===== src/hdl/tlb_fifo_lru_replacement_core_assert.svh =====
// Assertion macros for the translation buffer core.
`ifndef TLB_FIFO_LRU_REPLACEMENT_CORE_ASSERT_SVH
`define TLB_FIFO_LRU_REPLACEMENT_CORE_ASSERT_SVH

// Check cons in the same cycle as ante.
`define TFL_ASSERT_NOW(label, clk, rst_n, ante, cons, msg) \
	label: assert property (@(posedge clk) disable iff (!rst_n) (ante) |-> (cons)) \
		else $error(msg);

// Check cons in the cycle after ante.
`define TFL_ASSERT_NEXT(label, clk, rst_n, ante, cons, msg) \
	label: assert property (@(posedge clk) disable iff (!rst_n) (ante) |=> (cons)) \
		else $error(msg);

`endif


===== src/hdl/tfl_pkg.sv =====
// Shared types and constants of the translation buffer core.
package tfl_pkg;

	localparam int TFL_MAX_ENTRIES = 16;
	localparam int TFL_PID_BITS    = 16;
	localparam int TFL_PAGE_BITS   = 20;
	localparam int TFL_FRAME_BITS  = 20;
	localparam int TFL_STAMP_BITS  = 32;
	localparam int TFL_EIU_BITS    = 5;

	localparam logic REG_ENTRIES = 1'b0;
	localparam logic REG_POLICY  = 1'b1;

	typedef enum logic [1:0] {
		OP_LOOKUP = 2'd0,
		OP_INSERT = 2'd1,
		OP_FLUSH  = 2'd2,
		OP_NONE   = 2'd3
	} tfl_op_t;

	typedef enum logic [1:0] {
		ST_IDLE,
		ST_SCAN,
		ST_FINISH
	} tfl_state_t;

	typedef struct packed {
		logic load;
		logic shift;
		logic touch;
	} tfl_cell_cmd_t;

endpackage


===== src/hdl/tfl_cell.sv =====
// One entry of the translation list: storage, key compare and neighbor shift.
module tfl_cell
	import tfl_pkg::*;
#(
	parameter int PID_BITS   = TFL_PID_BITS,
	parameter int PAGE_BITS  = TFL_PAGE_BITS,
	parameter int FRAME_BITS = TFL_FRAME_BITS
) (
	input  logic                      clk,
	input  tfl_cell_cmd_t             cmd,
	input  logic                      valid,
	input  logic [PID_BITS-1:0]       key_pid,
	input  logic [PAGE_BITS-1:0]      key_page,
	input  logic [FRAME_BITS-1:0]     new_frame,
	input  logic [TFL_STAMP_BITS-1:0] stamp_now,
	input  logic [PID_BITS-1:0]       nb_pid,
	input  logic [PAGE_BITS-1:0]      nb_page,
	input  logic [FRAME_BITS-1:0]     nb_frame,
	input  logic [TFL_STAMP_BITS-1:0] nb_stamp,
	input  logic                      found_in,
	output logic                      found_out,
	output logic                      first,
	output logic [PID_BITS-1:0]       pid,
	output logic [PAGE_BITS-1:0]      page,
	output logic [FRAME_BITS-1:0]     frame,
	output logic [TFL_STAMP_BITS-1:0] stamp
);

	logic [PID_BITS-1:0]       pid_q;
	logic [PAGE_BITS-1:0]      page_q;
	logic [FRAME_BITS-1:0]     frame_q;
	logic [TFL_STAMP_BITS-1:0] stamp_q;
	logic                      match;

	always_ff @(posedge clk) begin
		priority if (cmd.load) begin
			pid_q   <= key_pid;
			page_q  <= key_page;
			frame_q <= new_frame;
			stamp_q <= stamp_now;
		end else if (cmd.shift) begin
			pid_q   <= nb_pid;
			page_q  <= nb_page;
			frame_q <= nb_frame;
			stamp_q <= nb_stamp;
		end else if (cmd.touch) begin
			stamp_q <= stamp_now;
		end else begin
			// hold
		end
	end

	assign match     = valid && (pid_q == key_pid) && (page_q == key_page);
	assign first     = match && !found_in;
	assign found_out = found_in || match;
	assign pid       = pid_q;
	assign page      = page_q;
	assign frame     = frame_q;
	assign stamp     = stamp_q;

endmodule


===== src/hdl/tfl_victim_scan.sv =====
// Least-recently-used victim search, one stamp per cycle.
module tfl_victim_scan
	import tfl_pkg::*;
#(
	parameter int MAX_ENTRIES = TFL_MAX_ENTRIES,
	localparam int IW = (MAX_ENTRIES > 1) ? $clog2(MAX_ENTRIES) : 1,
	localparam int CW = $clog2(MAX_ENTRIES + 1)
) (
	input  logic                                        clk,
	input  logic                                        arst_n,
	input  logic                                        start,
	input  logic                                        run,
	input  logic [MAX_ENTRIES-1:0][TFL_STAMP_BITS-1:0] stamps,
	input  logic [CW-1:0]                               count,
	output logic [IW-1:0]                               victim,
	output logic                                        last
);

	logic [IW-1:0]             idx_q;
	logic [IW-1:0]             victim_q;
	logic [TFL_STAMP_BITS-1:0] best_q;
	logic                      lower;

	assign lower = stamps[idx_q] < best_q;

	always_ff @(posedge clk or negedge arst_n) begin
		if (!arst_n) begin
			idx_q    <= '0;
			victim_q <= '0;
		end else if (start) begin
			idx_q    <= IW'(1);
			victim_q <= '0;
		end else if (run) begin
			idx_q <= idx_q + IW'(1);
			if (lower) begin
				victim_q <= idx_q;
			end
		end
	end

	always_ff @(posedge clk) begin
		if (start) begin
			best_q <= stamps[0];
		end else if (run && lower) begin
			best_q <= stamps[idx_q];
		end
	end

	assign victim = victim_q;
	assign last   = run && (CW'(idx_q) == count - CW'(1));

endmodule


===== src/hdl/tlb_fifo_lru_replacement_core.sv =====
// Top level of the fully associative translation buffer with FIFO/LRU replacement.
//
//  channel  | role   | payload
//  ---------+--------+------------------------------------------------------
//  s_axis   | in     | tuser: opcode; tdata: process_id, page_number, frame_number
//  m_axis   | out    | tuser: hit, replaced; tdata: frame_out
//  apb      | config | entries_in_use at 0x0, policy_lru at 0x4
//
// Lookups, flushes, FIFO inserts and inserts into a list that is not full execute as soon as taken.
// An LRU insert into a full list of n > 1 entries searches first: the victim unit reads one
// stamp per cycle, then the cell row drops the victim and appends once the output is free.
// Reset empties the list and clears the access counter; entry storage is not cleared.
// A request is taken only while the result register is empty or being drained.
`include "tlb_fifo_lru_replacement_core_assert.svh"

module tlb_fifo_lru_replacement_core
	import tfl_pkg::*;
#(
	parameter int MAX_ENTRIES = TFL_MAX_ENTRIES,
	parameter int PID_BITS    = TFL_PID_BITS,
	parameter int PAGE_BITS   = TFL_PAGE_BITS,
	parameter int FRAME_BITS  = TFL_FRAME_BITS,
	localparam int IN_DW  = ((PID_BITS + PAGE_BITS + FRAME_BITS + 7) / 8) * 8,
	localparam int OUT_DW = ((FRAME_BITS + 7) / 8) * 8
) (
	input  logic              clk,
	input  logic              arst_n,
	input  logic              s_axis_tvalid,
	output logic              s_axis_tready,
	input  logic [IN_DW-1:0]  s_axis_tdata,   // process_id, page_number, frame_number
	input  logic [1:0]        s_axis_tuser,   // opcode
	output logic              m_axis_tvalid,
	input  logic              m_axis_tready,
	output logic [OUT_DW-1:0] m_axis_tdata,   // frame_out
	output logic [1:0]        m_axis_tuser,   // hit, replaced
	input  logic              psel,
	input  logic              penable,
	input  logic              pwrite,
	input  logic [2:0]        paddr,
	input  logic [31:0]       pwdata,
	output logic [31:0]       prdata,
	output logic              pready
);

	localparam int IW = (MAX_ENTRIES > 1) ? $clog2(MAX_ENTRIES) : 1;
	localparam int CW = $clog2(MAX_ENTRIES + 1);

	tfl_state_t state_q, state_d;

	logic [TFL_EIU_BITS-1:0]   eiu_q;
	logic                      lru_q;
	logic [CW-1:0]             count_q;
	logic [TFL_STAMP_BITS-1:0] clock_q;
	logic [PID_BITS-1:0]       req_pid_q;
	logic [PAGE_BITS-1:0]      req_page_q;
	logic [FRAME_BITS-1:0]     req_frame_q;

	logic                      out_valid_q;
	logic                      hit_q;
	logic                      replaced_q;
	logic [FRAME_BITS-1:0]     frame_q;

	tfl_op_t                   cur_op;
	logic [PID_BITS-1:0]       cur_pid;
	logic [PAGE_BITS-1:0]      cur_page;
	logic [FRAME_BITS-1:0]     cur_frame;
	logic [CW-1:0]             limit;
	logic                      enabled;
	logic                      full;
	logic                      need_scan;
	logic                      out_free;
	logic                      in_fire;
	logic                      exec;
	logic                      scan_start;
	logic                      scan_run;
	logic                      scan_last;
	logic [IW-1:0]             scan_victim;
	logic [IW-1:0]             victim;
	logic                      do_ins;
	logic                      do_look;
	logic                      rep;
	logic [CW-1:0]             newcount;
	logic [FRAME_BITS-1:0]     hit_frame;

	logic [MAX_ENTRIES:0]                        found;
	logic [MAX_ENTRIES-1:0]                      first;
	logic [PID_BITS-1:0]                         cell_pid   [MAX_ENTRIES];
	logic [PAGE_BITS-1:0]                        cell_page  [MAX_ENTRIES];
	logic [FRAME_BITS-1:0]                       cell_frame [MAX_ENTRIES];
	logic [MAX_ENTRIES-1:0][TFL_STAMP_BITS-1:0] cell_stamp;
	logic [PID_BITS-1:0]                         nb_pid     [MAX_ENTRIES];
	logic [PAGE_BITS-1:0]                        nb_page    [MAX_ENTRIES];
	logic [FRAME_BITS-1:0]                       nb_frame   [MAX_ENTRIES];
	logic [TFL_STAMP_BITS-1:0]                   nb_stamp   [MAX_ENTRIES];
	tfl_cell_cmd_t                               cell_cmd   [MAX_ENTRIES];

	assign pready = 1'b1;

	always_ff @(posedge clk or negedge arst_n) begin
		if (!arst_n) begin
			eiu_q <= '0;
			lru_q <= 1'b0;
		end else if (psel && penable && pwrite && pready) begin
			unique case (paddr[2])
				REG_ENTRIES: eiu_q <= pwdata[TFL_EIU_BITS-1:0];
				REG_POLICY:  lru_q <= pwdata[0];
				default:     ;
			endcase
		end
	end

	always_comb begin
		unique case (paddr[2])
			REG_ENTRIES: prdata = 32'(eiu_q);
			REG_POLICY:  prdata = 32'(lru_q);
			default:     prdata = '0;
		endcase
	end

	always_comb begin
		if (32'(eiu_q) > 32'(MAX_ENTRIES)) begin
			limit = CW'(MAX_ENTRIES);
		end else begin
			limit = CW'(eiu_q);
		end
	end

	always_comb begin
		if (state_q == ST_FINISH) begin
			cur_op    = OP_INSERT;
			cur_pid   = req_pid_q;
			cur_page  = req_page_q;
			cur_frame = req_frame_q;
		end else begin
			cur_op    = tfl_op_t'(s_axis_tuser);
			cur_pid   = s_axis_tdata[PID_BITS-1:0];
			cur_page  = s_axis_tdata[PID_BITS+PAGE_BITS-1:PID_BITS];
			cur_frame = s_axis_tdata[PID_BITS+PAGE_BITS+FRAME_BITS-1:PID_BITS+PAGE_BITS];
		end
	end

	assign enabled   = limit != '0;
	assign full      = (count_q >= limit) && (count_q != '0);
	assign need_scan = (cur_op == OP_INSERT) && enabled && full && lru_q
		&& (count_q > CW'(1));
	assign out_free  = !out_valid_q || m_axis_tready;

	always_comb begin
		state_d = state_q;
		unique case (state_q)
			ST_IDLE:   if (scan_start) state_d = ST_SCAN;
			ST_SCAN:   if (scan_last) state_d = ST_FINISH;
			ST_FINISH: if (out_free) state_d = ST_IDLE;
			default:   state_d = ST_IDLE;
		endcase
	end

	always_comb begin
		s_axis_tready = (state_q == ST_IDLE) && out_free;
		in_fire       = s_axis_tvalid && s_axis_tready;
		scan_start    = in_fire && need_scan;
		scan_run      = state_q == ST_SCAN;
		exec          = (in_fire && !need_scan) || ((state_q == ST_FINISH) && out_free);
		victim        = (state_q == ST_FINISH) ? scan_victim : '0;
		do_ins        = exec && (cur_op == OP_INSERT) && enabled;
		do_look       = exec && (cur_op == OP_LOOKUP) && enabled;
		rep           = do_ins && full;
		newcount      = count_q - CW'(rep);
	end

	always_ff @(posedge clk or negedge arst_n) begin
		if (!arst_n) begin
			state_q <= ST_IDLE;
		end else begin
			state_q <= state_d;
		end
	end

	always_ff @(posedge clk) begin
		if (scan_start) begin
			req_pid_q   <= cur_pid;
			req_page_q  <= cur_page;
			req_frame_q <= cur_frame;
		end
	end

	always_ff @(posedge clk or negedge arst_n) begin
		if (!arst_n) begin
			count_q <= '0;
			clock_q <= '0;
		end else begin
			if (exec && (cur_op == OP_FLUSH)) begin
				count_q <= '0;
			end else if (do_ins) begin
				count_q <= newcount + CW'(newcount < CW'(MAX_ENTRIES));
			end
			if (do_ins || do_look) begin
				clock_q <= clock_q + TFL_STAMP_BITS'(1);
			end
		end
	end

	assign found[0] = 1'b0;

	for (genvar i = 0; i < MAX_ENTRIES; i++) begin : g_cell
		if (i < MAX_ENTRIES - 1) begin : g_nb
			assign nb_pid[i]   = cell_pid[i+1];
			assign nb_page[i]  = cell_page[i+1];
			assign nb_frame[i] = cell_frame[i+1];
			assign nb_stamp[i] = cell_stamp[i+1];
		end else begin : g_end
			assign nb_pid[i]   = cell_pid[i];
			assign nb_page[i]  = cell_page[i];
			assign nb_frame[i] = cell_frame[i];
			assign nb_stamp[i] = cell_stamp[i];
		end

		assign cell_cmd[i].load  = do_ins && (CW'(i) == newcount);
		assign cell_cmd[i].shift = rep && (IW'(i) >= victim) && (CW'(i + 1) < count_q);
		assign cell_cmd[i].touch = do_look && first[i];

		tfl_cell #(
			.PID_BITS  (PID_BITS),
			.PAGE_BITS (PAGE_BITS),
			.FRAME_BITS(FRAME_BITS)
		) u_cell (
			.clk       (clk),
			.cmd       (cell_cmd[i]),
			.valid     (CW'(i) < count_q),
			.key_pid   (cur_pid),
			.key_page  (cur_page),
			.new_frame (cur_frame),
			.stamp_now (clock_q),
			.nb_pid    (nb_pid[i]),
			.nb_page   (nb_page[i]),
			.nb_frame  (nb_frame[i]),
			.nb_stamp  (nb_stamp[i]),
			.found_in  (found[i]),
			.found_out (found[i+1]),
			.first     (first[i]),
			.pid       (cell_pid[i]),
			.page      (cell_page[i]),
			.frame     (cell_frame[i]),
			.stamp     (cell_stamp[i])
		);
	end

	always_comb begin
		hit_frame = '0;
		for (int i = 0; i < MAX_ENTRIES; i++) begin
			if (first[i]) begin
				hit_frame = hit_frame | cell_frame[i];
			end
		end
	end

	tfl_victim_scan #(
		.MAX_ENTRIES(MAX_ENTRIES)
	) u_scan (
		.clk    (clk),
		.arst_n (arst_n),
		.start  (scan_start),
		.run    (scan_run),
		.stamps (cell_stamp),
		.count  (count_q),
		.victim (scan_victim),
		.last   (scan_last)
	);

	always_ff @(posedge clk or negedge arst_n) begin
		if (!arst_n) begin
			out_valid_q <= 1'b0;
		end else if (exec) begin
			out_valid_q <= 1'b1;
		end else if (m_axis_tready) begin
			out_valid_q <= 1'b0;
		end
	end

	always_ff @(posedge clk) begin
		if (exec) begin
			hit_q      <= do_look && found[MAX_ENTRIES];
			frame_q    <= (do_look && found[MAX_ENTRIES]) ? hit_frame : '0;
			replaced_q <= rep;
		end
	end

	assign m_axis_tvalid = out_valid_q;
	assign m_axis_tdata  = OUT_DW'(frame_q);
	assign m_axis_tuser  = {replaced_q, hit_q};

	`TFL_ASSERT_NOW(a_count_bound, clk, arst_n, 1'b1, count_q <= CW'(MAX_ENTRIES), "entry count above capacity")
	`TFL_ASSERT_NEXT(a_scan_holds_list, clk, arst_n, state_q == ST_SCAN, $stable(count_q), "list changed during victim search")
	`TFL_ASSERT_NOW(a_victim_in_list, clk, arst_n, state_q == ST_FINISH, CW'(scan_victim) < count_q, "victim outside the list")
	`TFL_ASSERT_NOW(a_hit_xor_replace, clk, arst_n, out_valid_q, !(hit_q && replaced_q), "result flags both hit and replaced")

endmodule

===== config.mk =====
export PLATFORM = sky130hd
export DESIGN_NAME = tlb_fifo_lru_replacement_core
export DESIGN_NICKNAME = d
export VERILOG_FILES = /design/src/hdl/tfl_pkg.sv /design/src/hdl/tfl_cell.sv /design/src/hdl/tfl_victim_scan.sv /design/src/hdl/tlb_fifo_lru_replacement_core.sv
export VERILOG_INCLUDE_DIRS = /design/src /design/src/hdl
export SDC_FILE = /design/constraint.sdc
export NUM_CORES = 2
export LEC_CHECK = 0
export ABC_AREA = 1
export BUFFER_PORTS_ARGS = -buffer_cell sky130_fd_sc_hd__buf_2
export CAP_MARGIN = 15
export CELL_PAD_IN_SITES_DETAIL_PLACEMENT = 1
export CELL_PAD_IN_SITES_GLOBAL_PLACEMENT = 2
export CORE_UTILIZATION = 36
export DETAILED_ROUTE_END_ITERATION = 16
export PLACE_DENSITY = 0.83
export SETUP_SLACK_MARGIN = 0.02
export SLEW_MARGIN = 30
export SYNTH_ARGS = -nofsm -noshare
export SYNTH_HDL_FRONTEND = slang
export SYNTH_SLANG_ARGS = --single-unit

===== constraint.sdc =====
create_clock -name clk -period 7.56 [get_ports clk]
set_input_delay 2.268 -clock clk [delete_from_list [all_inputs] [get_ports clk]]
set_output_delay 2.268 -clock clk [all_outputs]
set_load 0.05 [all_outputs]

==> results_tabular.tex <==
\begin{tabular}{lr}
\hline
Metric & Value \\
\hline
\multicolumn{2}{l}{\textbf{Logic synthesis}} \\
Most frequently used flop master after synthesis & edfxtp\_1 \\
Post-synth EDFFs & 1518 \\
Share of synthesized area spent on multiplexers & 0.0824\% \\
Simple-Gate Fraction of Synth Area & 18.1\% \\
Share of synthesized registers carrying an async set or reset & 3.44\% \\
Largest family of logic cells by synthesized area & simple AND/OR/NAND/NOR gates \\
Cell taking the most area after synthesis & edfxtp\_1 \\
XOR/XNOR share of the synthesized area & 2.96\% \\
Cell count after synthesis & 9153 \\
Adder-cell share of the synthesized area & 0.686\% \\
Yosys warnings & 0 \\
Syn Std Cell Area & 82000 µm² \\
Syn\_area\_per\_cell & 8.96 µm² \\
Count of distinct cell types in the synthesized netlist & 54 \\
Flip-flop and latch count after synthesis & 1572 \\
Sequential-to-total area share from yosys stat & 57.2\% \\
Dominant cells by area after synthesis & edfxtp\_1 56\%, nand2\_1 9.2\%, o21ai\_0 8.9\%, inv\_1 3.8\%, nand3\_1 3.3\% \\
Compound-gate portion of the synthesized area & 13.7\% \\
Share of Yosys cell area claimed by the top area cell type & 55.6\% \\
\multicolumn{2}{l}{\textbf{Final layout}} \\
Post-Route Utilization & 41.0\% \\
Leading cell type in the layout, fill and taps excluded & nand2\_1 \\
Share of layout cells above drive strength 1 & 8.21\% \\
Multi-input logic area & 29600 µm² \\
Number of nets at the end of the flow & 9204 \\
Fillers & 26000 \\
Layout overhead on the synthesized area & 12.6\% \\
Leading cell types in the layout, fill and taps excluded & 1985 x nand2\_1, 1518 x edfxtp\_1, 1459 x o21ai\_0 \\
Finished Layout Cells & 12200 \\
Register cell area after layout & 46900 µm² \\
\multicolumn{2}{l}{\textbf{Pwr}} \\
Switching fraction of total power & 35.0\% \\
P\_sw & 9.03 mW \\
Power per cell area & 279 nW/µm² \\
LEAKAGE & 36.4 nW \\
Peak supply drop & 299 µV \\
Share of power burned in combinational logic & 24.6\% \\
Clock network power share & 34.1\% \\
Sequential fraction of design power & 41.2\% \\
Int Power & 16.8 mW \\
Overall Power & 25.8 mW \\
\multicolumn{2}{l}{\textbf{Worst setup path}} \\
Arrival time at the worst endpoint & 7340 ps \\
Kind of start point of the critical path & input port \\
Slack of the worst reg-to-reg path & 970 ps \\
FF-to-FF Start & count\_q[4] \\
Kind of end point of the critical path & flip-flop \\
Crit Path Category & input port to flip-flop \\
Max FO, Critical Path & 65 \\
Depth of the most critical reg-to-reg path & 23 \\
Data required time at the worst endpoint & 8140 ps \\
FF-to-FF End & g\_cell[5].u\_cell.stamp[12] \\
\multicolumn{2}{l}{\textbf{Route}} \\
Total length of routed wires & 337000 µm \\
DRC errors left & 0 \\
Number of DRC markers after the initial detailed-route iteration & 7936 \\
DR vias & 70200 \\
Number of antenna-violating nets in the routed design & 0 \\
Number of vias per cell & 5.75 \\
TritonRoute pass-1 iters & 5 \\
Post-detailed-route wirelength per cell & 27.6 µm \\
\multicolumn{2}{l}{\textbf{Floorplan}} \\
CORE AREA & 226000 µm² \\
Ports & 161 \\
Rows & 174 \\
Die width & 479 µm \\
Height of the die & 479 µm \\
Die area & 230000 µm² \\
Initial core utilization & 36.4\% \\
\multicolumn{2}{l}{\textbf{Timing}} \\
Final critical path time including I/O delays and setup & 6760 ps \\
Max-slew violation count & 0 \\
Transition time at the pin with the least slew margin & 1040 ps \\
Final Cycle Share & 89.4\% \\
Relative max-transition margin & 29.8\% \\
Max Clock Skew & 50.6 ps \\
Final setup TNS & 0 ps \\
Final-report setup violation count & 0 \\
Max frequency & 0.148 GHz \\
Slack of the critical path & 800 ps \\
Final Hold Violating Endpoints & 0 \\
Setup repair after global routing missed its margin & false \\
\multicolumn{2}{l}{\textbf{Worst hold path}} \\
Depth of the worst hold-timing path & 2 \\
Launch instance of the worst min-delay path & eiu\_q[0] \\
WHS Endpoint & eiu\_q[0] \\
Hold Path Class & flip-flop to flip-flop \\
\multicolumn{2}{l}{\textbf{Clocking}} \\
Root Driver & clkbuf\_16 \\
Clock sink count & 1572 \\
Clock-pin slew on the worst setup and hold paths & 60 ps \\
TritonCTS clock tree & built \\
CTS buffer count & 184 \\
Clock latency at the later pin of the worst-skew pair & 870 ps \\
Maximum number of buffers from clock root to sink & 3 \\
Post-CTS Setup Inserts & 0 \\
H-tree depth reported by CTS & 4 \\
Cells resized by post-CTS repair & 0 \\
Cts hold-fix bufs & 0 \\
\multicolumn{2}{l}{\textbf{Global route}} \\
Total track usage & 28.9\% \\
Initial antenna violation count & 16 \\
GRT overflow & 0 \\
Global-route wire length before repair & 487000 µm \\
Vias in the first global route & 70300 \\
Largest net degree at the start of global routing & 150 \\
\multicolumn{2}{l}{\textbf{Flow run}} \\
Max-cap violations & 0 \\
\multicolumn{2}{l}{\textbf{Place}} \\
Placed cell count & 11900 \\
Pre-CTS setup slack & 62.8 ps \\
Detailed Place HPWL & 219000 µm \\
PortBufs & 99 \\
Global placer's final weighted congestion & 0.929 \\
\multicolumn{2}{l}{\textbf{Outcome}} \\
Outcome & finished clean \\
\hline
\end{tabular}
worst max-delay path: stages:
cell and delay [ps]:
buf_2 80, nor2_1 40, nor3b_1 790, nand2_1 260, o21ai_4 120, nand2_1 120
inv_2 170, nand2_1 230, inv_1 190, ha_1 210, ha_1 220, nand2_1 70
nand2_1 60, o21a_1 220, nand4_1 110, buf_4 190, nor2_4 370, clkinv_2 720
nand2_2 320, buf_12 350, o21ai_0 170
metal layers:
layer,global-route usage (%),part of all wire (%)
met1,39.8,42
met2,45.4,45
met3,4.83,8.7
met4,10.8,4.1
met5,0,0.017
layout make-up:
type                            instances  share of cell area (%)
Timing Repair Buffer                  366                    3.36
Inverter                              852                    3.48
Tap cell                             2992                    4.05
Clock buffer                          232                    5.23
Sequential cell                      1572                    50.8
Multi-Input combinational cell       6083                    32.0
Clock inverter                        108                    1.04
Antenna cell                            1                 0.00271
worst max-delay path by stage:
stage / start / depth (start not counted) / to / slack [ps]
finish: m_axis_tready / 21 / g_cell[5].u_cell.stamp[12] / 800
global route: m_axis_tready / 21 / g_cell[5].u_cell.stamp[24] / 430
CTS: m_axis_tready / 23 / g_cell[10].u_cell.stamp[15] / 960
detailed placement: m_axis_tready / 23 / g_cell[10].u_cell.stamp[15] / 60
global placement: m_axis_tready / 23 / g_cell[10].u_cell.stamp[5] / 180
floorplan: s_axis_tuser[0] / 23 / g_cell[11].u_cell.frame[0] / 60
power by group through the flow:
stage / clock network, mW / registers, mW / logic, mW
floorplan: 0 / 10.6 / 3.83
detailed placement: 0 / 10.8 / 6.24
CTS: 8.91 / 10.6 / 6.28
global route: 9.21 / 10.7 / 6.87
global placement: 0 / 10.8 / 6.05
finish: 8.81 / 10.6 / 6.36
sequential cells by signal, indices dropped and copies added (netlist names), 2 cells and up:
| signal | cells |
|---|---|
| req_page_q | 20 |
| clock_q | 32 |
| u_scan.victim | 4 |
| g_cell.u_cell.page | 320 |
| state_q | 2 |
| g_cell.u_cell.frame | 320 |
| eiu_q | 5 |
| g_cell.u_cell.stamp | 512 |
| req_pid_q | 16 |
| u_scan.best_q | 32 |
| count_q | 5 |
| u_scan.idx_q | 4 |
| g_cell.u_cell.pid | 256 |
| req_frame_q | 20 |
| frame_q | 20 |
kinds of logic (layout without fill, tap and decap cells):
| logic type | Yosys count | in the layout |
|---|---|---|
| AO/OA/AOI/OAI | 2164 | 2164 |
| XOR/XNOR | 277 | 277 |
| adder cells (fa/ha/maj) | 45 | 45 |
| buffers and inverters | 1528 | 1558 |
| flip-flops | 1572 | 1572 |
| multiplexers | 6 | 6 |
| other | 2 | 33 |
| AND/OR/NAND/NOR | 3559 | 3559 |
cell usage after synthesis, drive strengths merged (3+ instances only):
cell,instances
nand2,2024
edfxtp,1518
o21ai,1469
inv,831
nor2,712
nand3,535
clkbuf,517
a21oi,498
xor2,200
buf,159
nand4,142
o22ai,86
xnor2,77
dfrtp,54
ha,45
nor4,45
nor3,42
a31oi,36
clkinv,21
and2,20
nand3b,18
o2111ai,17
or2,15
a211oi,12
o211ai,10
o221ai,8
a221oi,7
a22o,6
mux2,6
a31o,3
o311ai,3
stage by stage:
step                      cell area [µm²]  hold slack, ps
final                               92400             540
after CTS                           92400             528
after global placement              86500             500
after floorplan                     82200             423
after detailed placement            86600             516
after global routing                92400             560
No activity file was read; power rests on OpenSTA's default activity.
